## config.mk

```make
export PLATFORM = sky130hd
export DESIGN_NAME = recursive_rw_lock_manager
export DESIGN_NICKNAME = d
export VERILOG_FILES = /design/src/sv/rrwl_pkg.sv /design/src/sv/rrwl_ctrl.sv /design/src/sv/rrwl_datapath.sv /design/src/sv/recursive_rw_lock_manager.sv
export SDC_FILE = /design/constraint.sdc
export NUM_CORES = 1
export LEC_CHECK = 0
export ABC_AREA = 1
export CELL_PAD_IN_SITES_DETAIL_PLACEMENT = 1
export CELL_PAD_IN_SITES_GLOBAL_PLACEMENT = 1
export CORE_ASPECT_RATIO = 0.5
export CORE_MARGIN = 8
export CORE_UTILIZATION = 48
export CTS_BUF_LIST = sky130_fd_sc_hd__clkbuf_4
export CTS_CLUSTER_DIAMETER = 100
export CTS_CLUSTER_SIZE = 30
export DETAILED_ROUTE_END_ITERATION = 10
export DONT_BUFFER_PORTS = 1
export PLACE_DENSITY = 0.75
export SYNTH_ARGS = -nofsm -noshare
export SYNTH_HDL_FRONTEND = slang
export SYNTH_SLANG_ARGS = --single-unit
export TNS_END_PERCENT = 1
```

## constraint.sdc

```tcl
create_clock -name clk -period 3.52 [get_ports clk]
set_input_delay 0.528 -clock clk [delete_from_list [all_inputs] [get_ports clk]]
set_output_delay 0.528 -clock clk [all_outputs]
set_load 0.03 [all_outputs]
```

## src/sv/rrwl_pkg.sv

```systemverilog
// Shared types and constants for the recursive reader-writer lock manager.
// No dependencies; imported by every module of the block.
package rrwl_pkg;

    localparam int THREADS_DEF    = 16;
    localparam int COUNT_BITS_DEF = 8;
    localparam int CMD_W          = 2;
    localparam int TID_W          = 4;
    localparam int STATUS_W       = 3;
    localparam int MODE_W         = 2;

    typedef enum logic [CMD_W-1:0] {
        CMD_READ   = 2'd0,
        CMD_WRITE  = 2'd1,
        CMD_UNLOCK = 2'd2
    } cmd_t;

    typedef enum logic [STATUS_W-1:0] {
        STAT_GRANTED    = 3'd0,
        STAT_WAIT       = 3'd1,
        STAT_DEADLOCK   = 3'd2,
        STAT_NOT_HOLDER = 3'd3,
        STAT_OVERFLOW   = 3'd4
    } status_t;

    typedef enum logic [MODE_W-1:0] {
        MODE_FREE  = 2'd0,
        MODE_READ  = 2'd1,
        MODE_WRITE = 2'd2
    } mode_t;

    typedef enum logic {
        ST_IDLE,
        ST_DECIDE
    } ctrl_state_t;

    // controller to datapath
    typedef struct packed {
        logic capture;  // latch request, start count lookup
        logic commit;   // decide, update lock state, load result
    } dp_cmd_t;

endpackage

```

## src/sv/rrwl_ctrl.sv

```systemverilog
// Sequencer for the lock manager: request acceptance, decide step, result valid.
// Depends on rrwl_pkg.
module rrwl_ctrl
    import rrwl_pkg::*;
(
    input  logic    clk,
    input  logic    rst_n,
    input  logic    req_valid,
    output logic    req_stall,
    output logic    rsp_valid,
    input  logic    rsp_stall,
    output dp_cmd_t dp_cmd
);

    ctrl_state_t state_reg, state_next;
    logic        rsp_valid_reg, rsp_valid_next;
    logic        can_load;

    // result register free, or being emptied this cycle
    assign can_load = !rsp_valid_reg || !rsp_stall;

    always_comb
    begin
        state_next = state_reg;
        unique case (state_reg)
            ST_IDLE:
            begin
                if (req_valid)
                begin
                    state_next = ST_DECIDE;
                end
            end
            ST_DECIDE:
            begin
                if (can_load)
                begin
                    state_next = ST_IDLE;
                end
            end
            default: state_next = ST_IDLE;
        endcase
    end

    always_comb
    begin
        req_stall      = 1'b1;
        dp_cmd.capture = 1'b0;
        dp_cmd.commit  = 1'b0;
        unique case (state_reg)
            ST_IDLE:
            begin
                req_stall      = 1'b0;
                dp_cmd.capture = req_valid;
            end
            ST_DECIDE:
            begin
                dp_cmd.commit = can_load;
            end
            default:
            begin
                req_stall = 1'b1;
            end
        endcase
    end

    always_comb
    begin
        if (dp_cmd.commit)
        begin
            rsp_valid_next = 1'b1;
        end
        else
        begin
            rsp_valid_next = rsp_valid_reg && rsp_stall;
        end
    end

    always_ff @(posedge clk or negedge rst_n)
    begin
        if (!rst_n)
        begin
            state_reg     <= ST_IDLE;
            rsp_valid_reg <= 1'b0;
        end
        else
        begin
            state_reg     <= state_next;
            rsp_valid_reg <= rsp_valid_next;
        end
    end

    assign rsp_valid = rsp_valid_reg;

endmodule

```

## src/sv/rrwl_datapath.sv

```systemverilog
// Lock state, per-thread hold-count memory, decision logic and result register.
// Depends on rrwl_pkg; driven by rrwl_ctrl through dp_cmd_t.
module rrwl_datapath
    import rrwl_pkg::*;
#(
    parameter int THREADS    = THREADS_DEF,
    parameter int COUNT_BITS = COUNT_BITS_DEF
)
(
    input  logic                clk,
    input  logic                rst_n,
    input  dp_cmd_t             dp_cmd,
    input  logic [CMD_W-1:0]    command,
    input  logic [TID_W-1:0]    thread_id,
    output logic [STATUS_W-1:0] status,
    output logic                wake_all,
    output logic [MODE_W-1:0]   lock_mode
);

    localparam int IW = (THREADS > 1) ? $clog2(THREADS) : 1;
    localparam int HW = $clog2(THREADS + 1);
    localparam int EW = IW + TID_W;

    // hold counts; an entry never written reads as zero via its valid bit
    logic [COUNT_BITS-1:0] cnt_mem [THREADS];
    logic [THREADS-1:0]    cnt_valid_reg;
    logic [COUNT_BITS-1:0] cnt_rd_reg;

    logic [THREADS-1:0]    upg_reg;
    logic [THREADS-1:0]    wait_reg;
    logic [HW-1:0]         wait_cnt_reg, wait_cnt_next;
    logic [HW-1:0]         holder_reg, holder_next;
    logic                  pend_reg, pend_next;
    mode_t                 mode_reg, mode_next;

    logic [CMD_W-1:0]      cmd_reg;
    logic [TID_W-1:0]      tid_reg;

    logic [STATUS_W-1:0]   status_reg;
    logic                  wake_reg;
    logic [MODE_W-1:0]     lock_mode_reg;

    logic [EW-1:0]         in_ext, tid_ext;
    logic [IW-1:0]         in_idx, idx;
    logic                  in_range;
    logic [COUNT_BITS-1:0] cnt, cnt_inc, cnt_dec;
    logic                  cnt_zero, cnt_full;
    logic                  is_upg, is_wait, others_wait;
    logic [HW-1:0]         wait_left;

    status_t               st;
    logic                  wake;
    logic                  cnt_we;
    logic [COUNT_BITS-1:0] cnt_wval;
    logic                  upg_we, upg_wval;
    logic                  wait_we, wait_wval;

    assign in_ext   = {{IW{1'b0}}, thread_id};
    assign in_idx   = in_ext[IW-1:0];
    assign tid_ext  = {{IW{1'b0}}, tid_reg};
    assign idx      = tid_ext[IW-1:0];
    assign in_range = tid_ext < EW'(THREADS);

    assign cnt         = cnt_valid_reg[idx] ? cnt_rd_reg : '0;
    assign cnt_inc     = cnt + COUNT_BITS'(1);
    assign cnt_dec     = cnt - COUNT_BITS'(1);
    assign cnt_zero    = (cnt == '0);
    assign cnt_full    = &cnt;
    assign is_upg      = upg_reg[idx];
    assign is_wait     = wait_reg[idx];
    assign others_wait = wait_cnt_reg > HW'(is_wait);
    assign wait_left   = wait_cnt_reg - HW'(is_wait);

    always_comb
    begin
        st          = STAT_NOT_HOLDER;
        wake        = 1'b0;
        mode_next   = mode_reg;
        holder_next = holder_reg;
        pend_next   = pend_reg;
        cnt_we      = 1'b0;
        cnt_wval    = cnt_inc;
        upg_we      = 1'b0;
        upg_wval    = 1'b0;
        wait_we     = 1'b0;
        wait_wval   = 1'b0;

        if (in_range)
        begin
            unique case (cmd_reg)
                CMD_READ:
                begin
                    if (mode_reg == MODE_FREE)
                    begin
                        st          = STAT_GRANTED;
                        cnt_we      = 1'b1;
                        cnt_wval    = COUNT_BITS'(1);
                        holder_next = HW'(1);
                        mode_next   = MODE_READ;
                    end
                    else if (!cnt_zero)
                    begin
                        if (cnt_full)
                        begin
                            st = STAT_OVERFLOW;
                        end
                        else
                        begin
                            st     = STAT_GRANTED;
                            cnt_we = 1'b1;
                        end
                    end
                    else if (mode_reg == MODE_WRITE || others_wait)
                    begin
                        st = STAT_WAIT;
                    end
                    else
                    begin
                        st          = STAT_GRANTED;
                        cnt_we      = 1'b1;
                        cnt_wval    = COUNT_BITS'(1);
                        holder_next = holder_reg + HW'(1);
                    end
                    wait_we   = 1'b1;
                    wait_wval = (st == STAT_WAIT);
                end
                CMD_WRITE:
                begin
                    if (mode_reg == MODE_FREE)
                    begin
                        st          = STAT_GRANTED;
                        cnt_we      = 1'b1;
                        cnt_wval    = COUNT_BITS'(1);
                        holder_next = HW'(1);
                        mode_next   = MODE_WRITE;
                    end
                    else if (cnt_zero)
                    begin
                        st = STAT_WAIT;
                    end
                    else if (mode_reg == MODE_WRITE)
                    begin
                        if (cnt_full)
                        begin
                            st = STAT_OVERFLOW;
                        end
                        else
                        begin
                            st     = STAT_GRANTED;
                            cnt_we = 1'b1;
                        end
                    end
                    else if (holder_reg == HW'(1))
                    begin
                        // sole reader: upgrade at once
                        upg_we    = 1'b1;
                        upg_wval  = 1'b0;
                        pend_next = 1'b0;
                        if (cnt_full)
                        begin
                            st = STAT_OVERFLOW;
                        end
                        else
                        begin
                            st        = STAT_GRANTED;
                            cnt_we    = 1'b1;
                            mode_next = MODE_WRITE;
                        end
                    end
                    else if (is_upg)
                    begin
                        st = STAT_WAIT;
                    end
                    else if (pend_reg)
                    begin
                        st = STAT_DEADLOCK;
                    end
                    else
                    begin
                        st        = STAT_WAIT;
                        upg_we    = 1'b1;
                        upg_wval  = 1'b1;
                        pend_next = 1'b1;
                    end
                    wait_we   = 1'b1;
                    wait_wval = (st == STAT_WAIT);
                end
                CMD_UNLOCK:
                begin
                    if (mode_reg != MODE_FREE && !cnt_zero)
                    begin
                        st       = STAT_GRANTED;
                        cnt_we   = 1'b1;
                        cnt_wval = cnt_dec;
                        if (cnt_dec == '0)
                        begin
                            // last hold of this thread: drop its marks
                            if (is_upg)
                            begin
                                upg_we    = 1'b1;
                                upg_wval  = 1'b0;
                                pend_next = 1'b0;
                            end
                            wait_we   = 1'b1;
                            wait_wval = 1'b0;
                            if (holder_reg != '0)
                            begin
                                holder_next = holder_reg - HW'(1);
                            end
                            if (holder_next == '0)
                            begin
                                mode_next = MODE_FREE;
                                wake      = (wait_left != '0);
                            end
                            else
                            begin
                                wake = pend_next && (holder_next == HW'(1));
                            end
                        end
                    end
                end
                default:
                begin
                    st = STAT_NOT_HOLDER;
                end
            endcase
        end
    end

    always_comb
    begin
        wait_cnt_next = wait_cnt_reg;
        if (wait_we && wait_wval && !is_wait)
        begin
            wait_cnt_next = wait_cnt_reg + HW'(1);
        end
        else if (wait_we && !wait_wval && is_wait)
        begin
            wait_cnt_next = wait_cnt_reg - HW'(1);
        end
    end

    // count memory: one read at capture, one write at commit
    always_ff @(posedge clk)
    begin
        if (dp_cmd.capture)
        begin
            cnt_rd_reg <= cnt_mem[in_idx];
        end
        if (dp_cmd.commit && cnt_we)
        begin
            cnt_mem[idx] <= cnt_wval;
        end
    end

    always_ff @(posedge clk)
    begin
        if (dp_cmd.capture)
        begin
            cmd_reg <= command;
            tid_reg <= thread_id;
        end
        if (dp_cmd.commit)
        begin
            status_reg    <= st;
            wake_reg      <= wake;
            lock_mode_reg <= mode_next;
        end
    end

    always_ff @(posedge clk or negedge rst_n)
    begin
        if (!rst_n)
        begin
            cnt_valid_reg <= '0;
            upg_reg       <= '0;
            wait_reg      <= '0;
            wait_cnt_reg  <= '0;
            holder_reg    <= '0;
            pend_reg      <= 1'b0;
            mode_reg      <= MODE_FREE;
        end
        else if (dp_cmd.commit)
        begin
            if (cnt_we)
            begin
                cnt_valid_reg[idx] <= 1'b1;
            end
            if (upg_we)
            begin
                upg_reg[idx] <= upg_wval;
            end
            if (wait_we)
            begin
                wait_reg[idx] <= wait_wval;
            end
            wait_cnt_reg <= wait_cnt_next;
            holder_reg   <= holder_next;
            pend_reg     <= pend_next;
            mode_reg     <= mode_next;
        end
    end

    assign status    = status_reg;
    assign wake_all  = wake_reg;
    assign lock_mode = lock_mode_reg;

endmodule

```

## src/sv/recursive_rw_lock_manager.sv

```systemverilog
// Reader-writer lock manager with recursive holds and read-to-write upgrade.
// Top level; instantiates rrwl_ctrl and rrwl_datapath, depends on rrwl_pkg.
//
// Each request (command, thread_id) gets exactly one answer (status,
// wake_all, lock_mode). A request is handled in two steps: the first reads the
// thread's hold count from the count memory, the second decides, writes the
// lock state back and loads the result register; no new request is taken
// until the last one is decided. The decide step holds while an earlier result still
// waits in the result register. No clearing pass: count entries carry
// valid bits cleared by reset, and the lock is usable as soon as reset ends.
module recursive_rw_lock_manager
    import rrwl_pkg::*;
#(
    parameter int THREADS    = THREADS_DEF,
    parameter int COUNT_BITS = COUNT_BITS_DEF
)
(
    input  logic                clk,
    input  logic                rst_n,
    input  logic                req_valid,
    output logic                req_stall,
    input  logic [CMD_W-1:0]    command,
    input  logic [TID_W-1:0]    thread_id,
    output logic                rsp_valid,
    input  logic                rsp_stall,
    output logic [STATUS_W-1:0] status,
    output logic                wake_all,
    output logic [MODE_W-1:0]   lock_mode
);

    dp_cmd_t dp_cmd;

    rrwl_ctrl u_ctrl (
        .clk       (clk),
        .rst_n     (rst_n),
        .req_valid (req_valid),
        .req_stall (req_stall),
        .rsp_valid (rsp_valid),
        .rsp_stall (rsp_stall),
        .dp_cmd    (dp_cmd)
    );

    rrwl_datapath #(
        .THREADS    (THREADS),
        .COUNT_BITS (COUNT_BITS)
    ) u_datapath (
        .clk       (clk),
        .rst_n     (rst_n),
        .dp_cmd    (dp_cmd),
        .command   (command),
        .thread_id (thread_id),
        .status    (status),
        .wake_all  (wake_all),
        .lock_mode (lock_mode)
    );

endmodule

```

; ---- Word level (Yosys, flattened, before mapping)
; Memories as Yosys holds them, arrays and structs flattened. A register that Yosys moved wholly into a read port is not among the register bits.
; Cells that the tools add are included.
[word_totals]
register_bits = 75
latch_bits = 0
ram_bits = 128
rom_bits = 0
input_bits = 10
output_inout_bits = 8
wordCells = 196
n_memories = 1
[memory_table]
columns = name, words, word_bits, read_ports, rd_clocked_by_memory_dff, write_ports, line
row1 = u_datapath.cnt_mem, 16, 8, 1, 1, 1, rrwl_datapath.sv:25  ; logic [COUNT_BITS-1:0] cnt_mem [THREADS];
[op_classes]
n_addsub = 7
mul = 0
div = 0
magnitude_cmp = 4
n_eq_ne = 16
shifts = 0
mux = 116
bitwise_logic = 2
reduce_logical = 36
[ops]
columns = operator, count
row1 = $mux 5, 13
row2 = $mux 1, 56
row3 = $mux 8, 7
row4 = $mux 3, 12
row5 = $bwmux 16, 2
row6 = $mux 2, 12
row7 = $pmux 8 s3, 1
row8 = $logic_not 8->1, 2
row9 = $or 16x16->16, 1
row10 = $reduce_and 8->1, 2
row11 = $pmux 5 s3, 1
row12 = $bmux 1 s4, 3
row13 = $add 5x1->5 const B, 2
row14 = $eq 5x1->1 const B, 2
row15 = $lt 4x5->1 const B, 2
row16 = $pmux 1 s2, 5
row17 = $reduce_bool 5->1, 2
row18 = $sub 5x1->5 const B, 2
row19 = $logic_and 1x1->1, 9
row20 = $pmux 3 s3, 1
row21 = $reduce_and 9->1, 1
row22 = $add 8x1->8 const B, 1
row23 = $reduce_and 2->1, 4
row24 = $sub 8x1->8 const B, 1
row25 = 23 further kinds, 37

; ---- Logic depth before layout (Yosys ltp)
[logic_depth]
depth_word = 19
mapped_depth = 30
mapped_depth_nobuf = 29

; ---- Cells and area by module
; Synthesis repeated with hierarchy kept, for this count alone.
[unflattened]
cells_unflattened = 1015
area_unflattened_um2 = 10328.7
[by_module_without_submodules]
columns = module, n_inst, cells_per_inst, area_each_um2, seq_area_each_um2
row1 = rrwl_datapath, 1, 1005, 10246.1, 5970.7
row2 = rrwl_ctrl, 1, 10, 82.6, 50.0

; ---- Least setup slack after synthesis
; Ideal clock, no wire load.
[synth_path]
path_kind = register to register
from = register u_datapath.tid_reg[0] (netlist: u_datapath.idx[0])
to = memory u_datapath.cnt_mem[0][5] (netlist bit) (data pin)
setup_time_ns = 0.345
arrival_time_ns = 2.967
required_ns = 3.175
setup_slack_ns = 0.207
stages_incl_launch_ff = 20
path_buffers = 1
synth_period_minus_slack_ns = 3.313
path_cell_list = edfxtp_1 buf_4 nand2_1 nand2_1 nand2_1 nand2_1 nand2_1 nand2_2 nor2_2 nor2_1 inv_1 ha_1 nand2_1 nor2_2 nand2_2 nand2_1 a21oi_1 nand2_1 inv_1 o32ai_1
[synth_via]
elab_chain_len = 9
elab_cells_between_ends = 20
cone_classes = add/sub (2) / order compare (2) / mux (12) / reduce/logical (4)
[synth_rtl]
columns = element, line
row1 = start: declaration, rrwl_datapath.sv:37  ; logic [TID_W-1:0] tid_reg;
row2 = start signal: assignment, rrwl_datapath.sv:261  ; tid_reg <= thread_id;
row3 = $bmux 1 s4 (on tied branches), "rrwl_datapath.sv:64, rrwl_datapath.sv:70"
row4 = $mux 1 (on tied branches), "rrwl_datapath.sv:64, rrwl_datapath.sv:70"
row5 = $mux 8 / $gt 5x1->1 (equally long branches), "rrwl_datapath.sv:64, rrwl_datapath.sv:71"
row6 = $add 8x1->8 (tied with other cells), rrwl_datapath.sv:65  ; assign cnt_inc = cnt + COUNT_BITS'(1);
row7 = $mux 8 / $logic_not 1->1 (equally long branches), -
row8 = $mux 8 / $logic_and 1x1->1 (equally long branches), "rrwl_datapath.sv:101, rrwl_datapath.sv:190"
row9 = $mux 8 (on tied branches), "rrwl_datapath.sv:93, rrwl_datapath.sv:190"
row10 = $pmux 8 s3, rrwl_datapath.sv:90  ; unique case (cmd_reg)
row11 = $mux 8 (*), rrwl_datapath.sv:88  ; if (in_range)
row12 = net u_datapath.cnt_wval[5], rrwl_datapath.sv:54  ; logic [COUNT_BITS-1:0] cnt_wval;
row13 = end: declaration, rrwl_datapath.sv:25
; The timed path passes the listed nets; every way through them passes the cells marked *. The select of a mux whose other input is x is not followed.

; ---- Final worst setup path
[layout_path]
from = register u_datapath.tid_reg[0] (netlist: u_datapath.idx[0])
to = register u_datapath.wait_cnt_reg[4]
[layout_via]
elab_chain_len = 19
elab_cells_between_ends = 46
cone_classes = add/sub (1) / order compare (2) / eq/ne (2) / mux (27) / reduce/logical (14)
[layout_rtl]
columns = element, line
row1 = $bmux 1 s4, rrwl_datapath.sv:64  ; assign cnt = cnt_valid_reg[idx] ? cnt_rd_reg : '0;
row2 = $mux 1 (implied by the code), rrwl_datapath.sv:64
row3 = $mux 8, rrwl_datapath.sv:64
row4 = $reduce_and 8->1, rrwl_datapath.sv:68  ; assign cnt_full = &cnt;
row5 = $mux 3, "rrwl_datapath.sv:103, rrwl_datapath.sv:143, rrwl_datapath.sv:159"
row6 = $mux 3, rrwl_datapath.sv:153  ; else if (holder_reg == HW'(1))
row7 = $mux 3, rrwl_datapath.sv:141  ; else if (mode_reg == MODE_WRITE)
row8 = $mux 3, rrwl_datapath.sv:137  ; else if (cnt_zero)
row9 = (+2 left out), -
row10 = $mux 3, rrwl_datapath.sv:88
row11 = $eq 3x1->1, rrwl_datapath.sv:186  ; wait_wval = (st == STAT_WAIT);
row12 = $pmux 1 s2, rrwl_datapath.sv:90
row13 = $mux 1, rrwl_datapath.sv:88
row14 = $logic_not 1->1, rrwl_datapath.sv:237  ; else if (wait_we && !wait_wval && is_wait)
row15 = $logic_and 1x1->1 (2 in a row), rrwl_datapath.sv:237
row16 = $reduce_bool 2->1 (no line), -
row17 = $reduce_and 2->1 (no line), -
row18 = end signal: assignment, rrwl_datapath.sv:297  ; wait_cnt_reg <= wait_cnt_next;
row19 = end: declaration, rrwl_datapath.sv:31  ; logic [HW-1:0] wait_cnt_reg, wait_cnt_next;
; Parallel ways exist; a longest one is shown, timed or not. The select of a mux whose other input is x is not followed.
; A chain may end at the register's enable or synchronous reset.

==> run metrics <==
Crit path required time=4170 ps; power density relative to cell area=605 mW/mm^2; fraction of final layout cells with drive strength greater than 1=0.167; net count after synthesis=1033; post-layout instance count excluding filler cells=1348; GRT Resource Usage Total=0.204; Clock transition at path regs=300 ps; Worst Slack Setup Final=-78.1 ps; number of distinct library cells after synthesis=47; count of clock tree sinks=211; post-detailed-route DRC marker count=0; FMAX=0.278 GHz; Floorplan Core Area=0.0207 sq mm; Final Max Tran Viols=0; total detailed-routing wirelength=28.0 mm; number of nets with antenna violations after routing=0; crit path launch type=flop; cell type group with the largest total delay on the critical path=simple AND/OR/NAND/NOR gates; largest stage delay on the critical path=580 ps; switch share=0.389; Finish-stage setup viols=25; Final Hold Viols=0; share of total power in combinational logic=0.360; Placed Cells incl. Taps=1299; height of the chip=119 um; portion of synthesized cell area occupied by the leading cell type=0.437; gate count of the mapped netlist=1008; Avg Cell Area, Syn=10.1 sq um; via density per instance=5.59; proportion of power drawn by flip-flops and latches=0.498; clock period minus final worst setup slack=3600 ps; violation count after the first detailed-route iteration=577; root cell of the clock tree=clkbuf_4; Core Util, Final=0.556; Crit path top cell by count=nand2_1; cell taking the most area after synthesis=edfxtp_1; EDFF count, synth=148; endpoint type of the worst setup path=flop; Worst-Margin Slew=1330 ps; combined buffer and inverter count along the critical path=5; category of the most critical setup path=reg -> reg; RSZ-0062 raised after global routing=yes; TritonCTS clock tree=yes; power spent charging and discharging nets=0.00271 W; ranking of synthesized cells by area=edfxtp_1 (44%), dfrtp_1 (15%), nand2_1 (6.4%), inv_1 (4.9%), o21ai_0 (3.8%); outcome=finished, violations left; data arrival time of the critical path=4250 ps; yosys warns=0; proportion of power drawn by the clock network=0.142; grt ovf=0; dpl ws=-141 ps; period utilisation layout=1.02; number of max-cap violations=0; async set-reset flop share out of synthesis=0.299; Pre-Repair DR Iteration Count=5; number of nets in the layout=1096; pin count of the biggest net entering global routing=98; global-route wire length before repair=43.5 mm; Layout area overhead=13.0%; proportion of synthesized chip area in sequential cells=0.592; number of buffers created by CTS=11; routed len/inst=20.7 um; Detail Placement HPWL=19.1 mm; Cell Area, Synth=0.0102 sq mm; initial core utilization=0.492; area enclosed by the die boundary=0.0264 sq mm; Std-Cell Rows=37; via count of the first global-routing pass=7772; antenna violations before repair=0; maximum fanout along the worst path=6; cells traversed along the worst timing path=clkinvlp_4, buf_4, nand2_4, o22ai_1, o21ai_0, nand4_1, ha_1, o2111ai_2, nand4_1, nand2_1, nand2_2, a21oi_4, buf_6, fa_2, inv_2, nor3_2, nand2_1, nand2_1, nand2_1, nand2_1, nand2_1, inv_1; Static Leakage=4.73 nW; Worst VDD drop=352 uV; level count of the clock H-tree=1; failing checks=negative setup slack; final weighted congestion in routability-driven placement=0.912; Rel. slew slack=0.109; internal power component=0.00426 W; vias post-DR=7536; setup skew after layout=116 ps; number of buffers between clock root and the deepest sink=3; highest-delay cell along the critical path=edfxtp_1; io pins=18; register name with the most flops=u_datapath.cnt_mem; worst skew pair latency=690 ps; overall die width=222 um; Top FF cell, synth=edfxtp_1; number of buffers inserted by port buffering=0; flip-flop count of the largest register after layout=128; hold crit path type=in -> reg; register bit count reported by yosys=211; diode count=0
## worst reg2reg max path: stages, from the launching register on
cell and delay (ps):
edfxtp_1 580, clkinvlp_4 220, buf_4 180, nand2_4 80
o22ai_1 70, o21ai_0 210, nand4_1 160, ha_1 340
o2111ai_2 230, nand4_1 130, nand2_1 150, nand2_2 90
a21oi_4 170, buf_6 130, fa_2 200, inv_2 60
nor3_2 170, nand2_1 80, nand2_1 80, nand2_1 50
nand2_1 80, nand2_1 50, inv_1 50
## cell families after synthesis
kind of cell	after synthesis	share of synthesized area
buffers and inverters	180	0.0696
AND/OR/NAND/NOR	344	0.149
multiplexers	33	0.0325
flip-flops	211	0.592
AO/OA/AOI/OAI	215	0.128
adder cells (fa/ha/maj)	15	0.0192
XOR/XNOR	10	0.0104
## synth_stat cells (all sizes together), types with 14 or more instances
library cell,instances
dfrtp,63
nor2,56
o22ai,14
or2,17
edfxtp,148
clkbuf,26
o211ai,33
o21ai,94
mux2i,33
inv,141
nand3,73
a21oi,50
nand2,181
ha,14
## path summary, 6_finish.rpt
check	start	endpoint	slack [ps]	depth (start not counted)
worst min register to register	u_datapath.cnt_valid_reg[3]	u_datapath.cnt_valid_reg[3]	520	1
max in group asynchronous	rst_n	u_datapath.upg_reg[14]	2760	2
worst min-delay path	thread_id[3]	u_datapath.cnt_rd_reg[2]	70	2
min in group asynchronous	rst_n	u_datapath.mode_reg[0]	350	2
worst max-delay path	u_datapath.idx[0]	u_datapath.wait_cnt_reg[4]	-80	22
worst max register to register	u_datapath.idx[0]	u_datapath.wait_cnt_reg[4]	-80	22
## stage by stage
step                      area [sq um]  setup TNS [ps]  hold slack (ps)  total power [W]
after floorplan                  10200               0              232          0.00489
after global placement           10800               0              235          0.00563
after detailed placement         10800           -2300              234          0.00572
after CTS                        11000           -97.7             32.9          0.00673
after global routing             11500          -27650             35.1          0.00736
final                            11500            -328             68.5          0.00697
## cell type report
cell class	count	area [sq um]
clock buffer	16	120
timing repair buffer	87	787
fill	2285	9190
timing repair inverter	1	7.51
multi-input combinational	617	3650
sequential	211	6020
inverter	142	551
clock inverter	1	30.0
tap	273	342
## timing repair
action,in CTS,in global routing
endpoints found under the setup margin,18,266
endpoints found under the hold margin,71,0
hold buffers,10,0
pin swaps,0,22
gates resized for setup,1,73
cloned,0,2
setup buffers,0,20
## layer usage
metal,vias up,part of all wire,global-route usage
li1,3589,-,-
met1,3767,0.49,0.297
met2,144,0.46,0.328
met3,36,0.038,0.0272
met4,0,0.014,0.0367
met5,-,0,0
## cell usage in the layout (no fill, tap or decap), types with 7 or more instances in the layout
cell and count:
nand2_1 168, buf_4 62, inv_2 16, a21oi_1 45, inv_1 120, o21ai_1 21, o22ai_1 14, o21ai_0 70
xor2_1 7, nor2_2 9, ha_1 11, buf_6 11, edfxtp_1 148, nand2_2 10, clkbuf_4 16, or2_1 10
nand3_1 67, or2_2 7, dfrtp_1 63, mux2i_1 33, dlygate4sd3_1 9, nor2_1 43, o211ai_1 32, nand4_1 11
## power by group through the flow
stage | combinational [W] | sequential [W] | clock, W
after floorplan | 0.00149 | 0.00340 | 0
after global placement | 0.00213 | 0.00349 | 0
after detailed placement | 0.00222 | 0.00350 | 0
after CTS | 0.00226 | 0.00345 | 0.00101
after global routing | 0.00279 | 0.00350 | 0.00107
final | 0.00251 | 0.00347 | 0.000990
No activity file was read; power rests on OpenSTA's default activity.
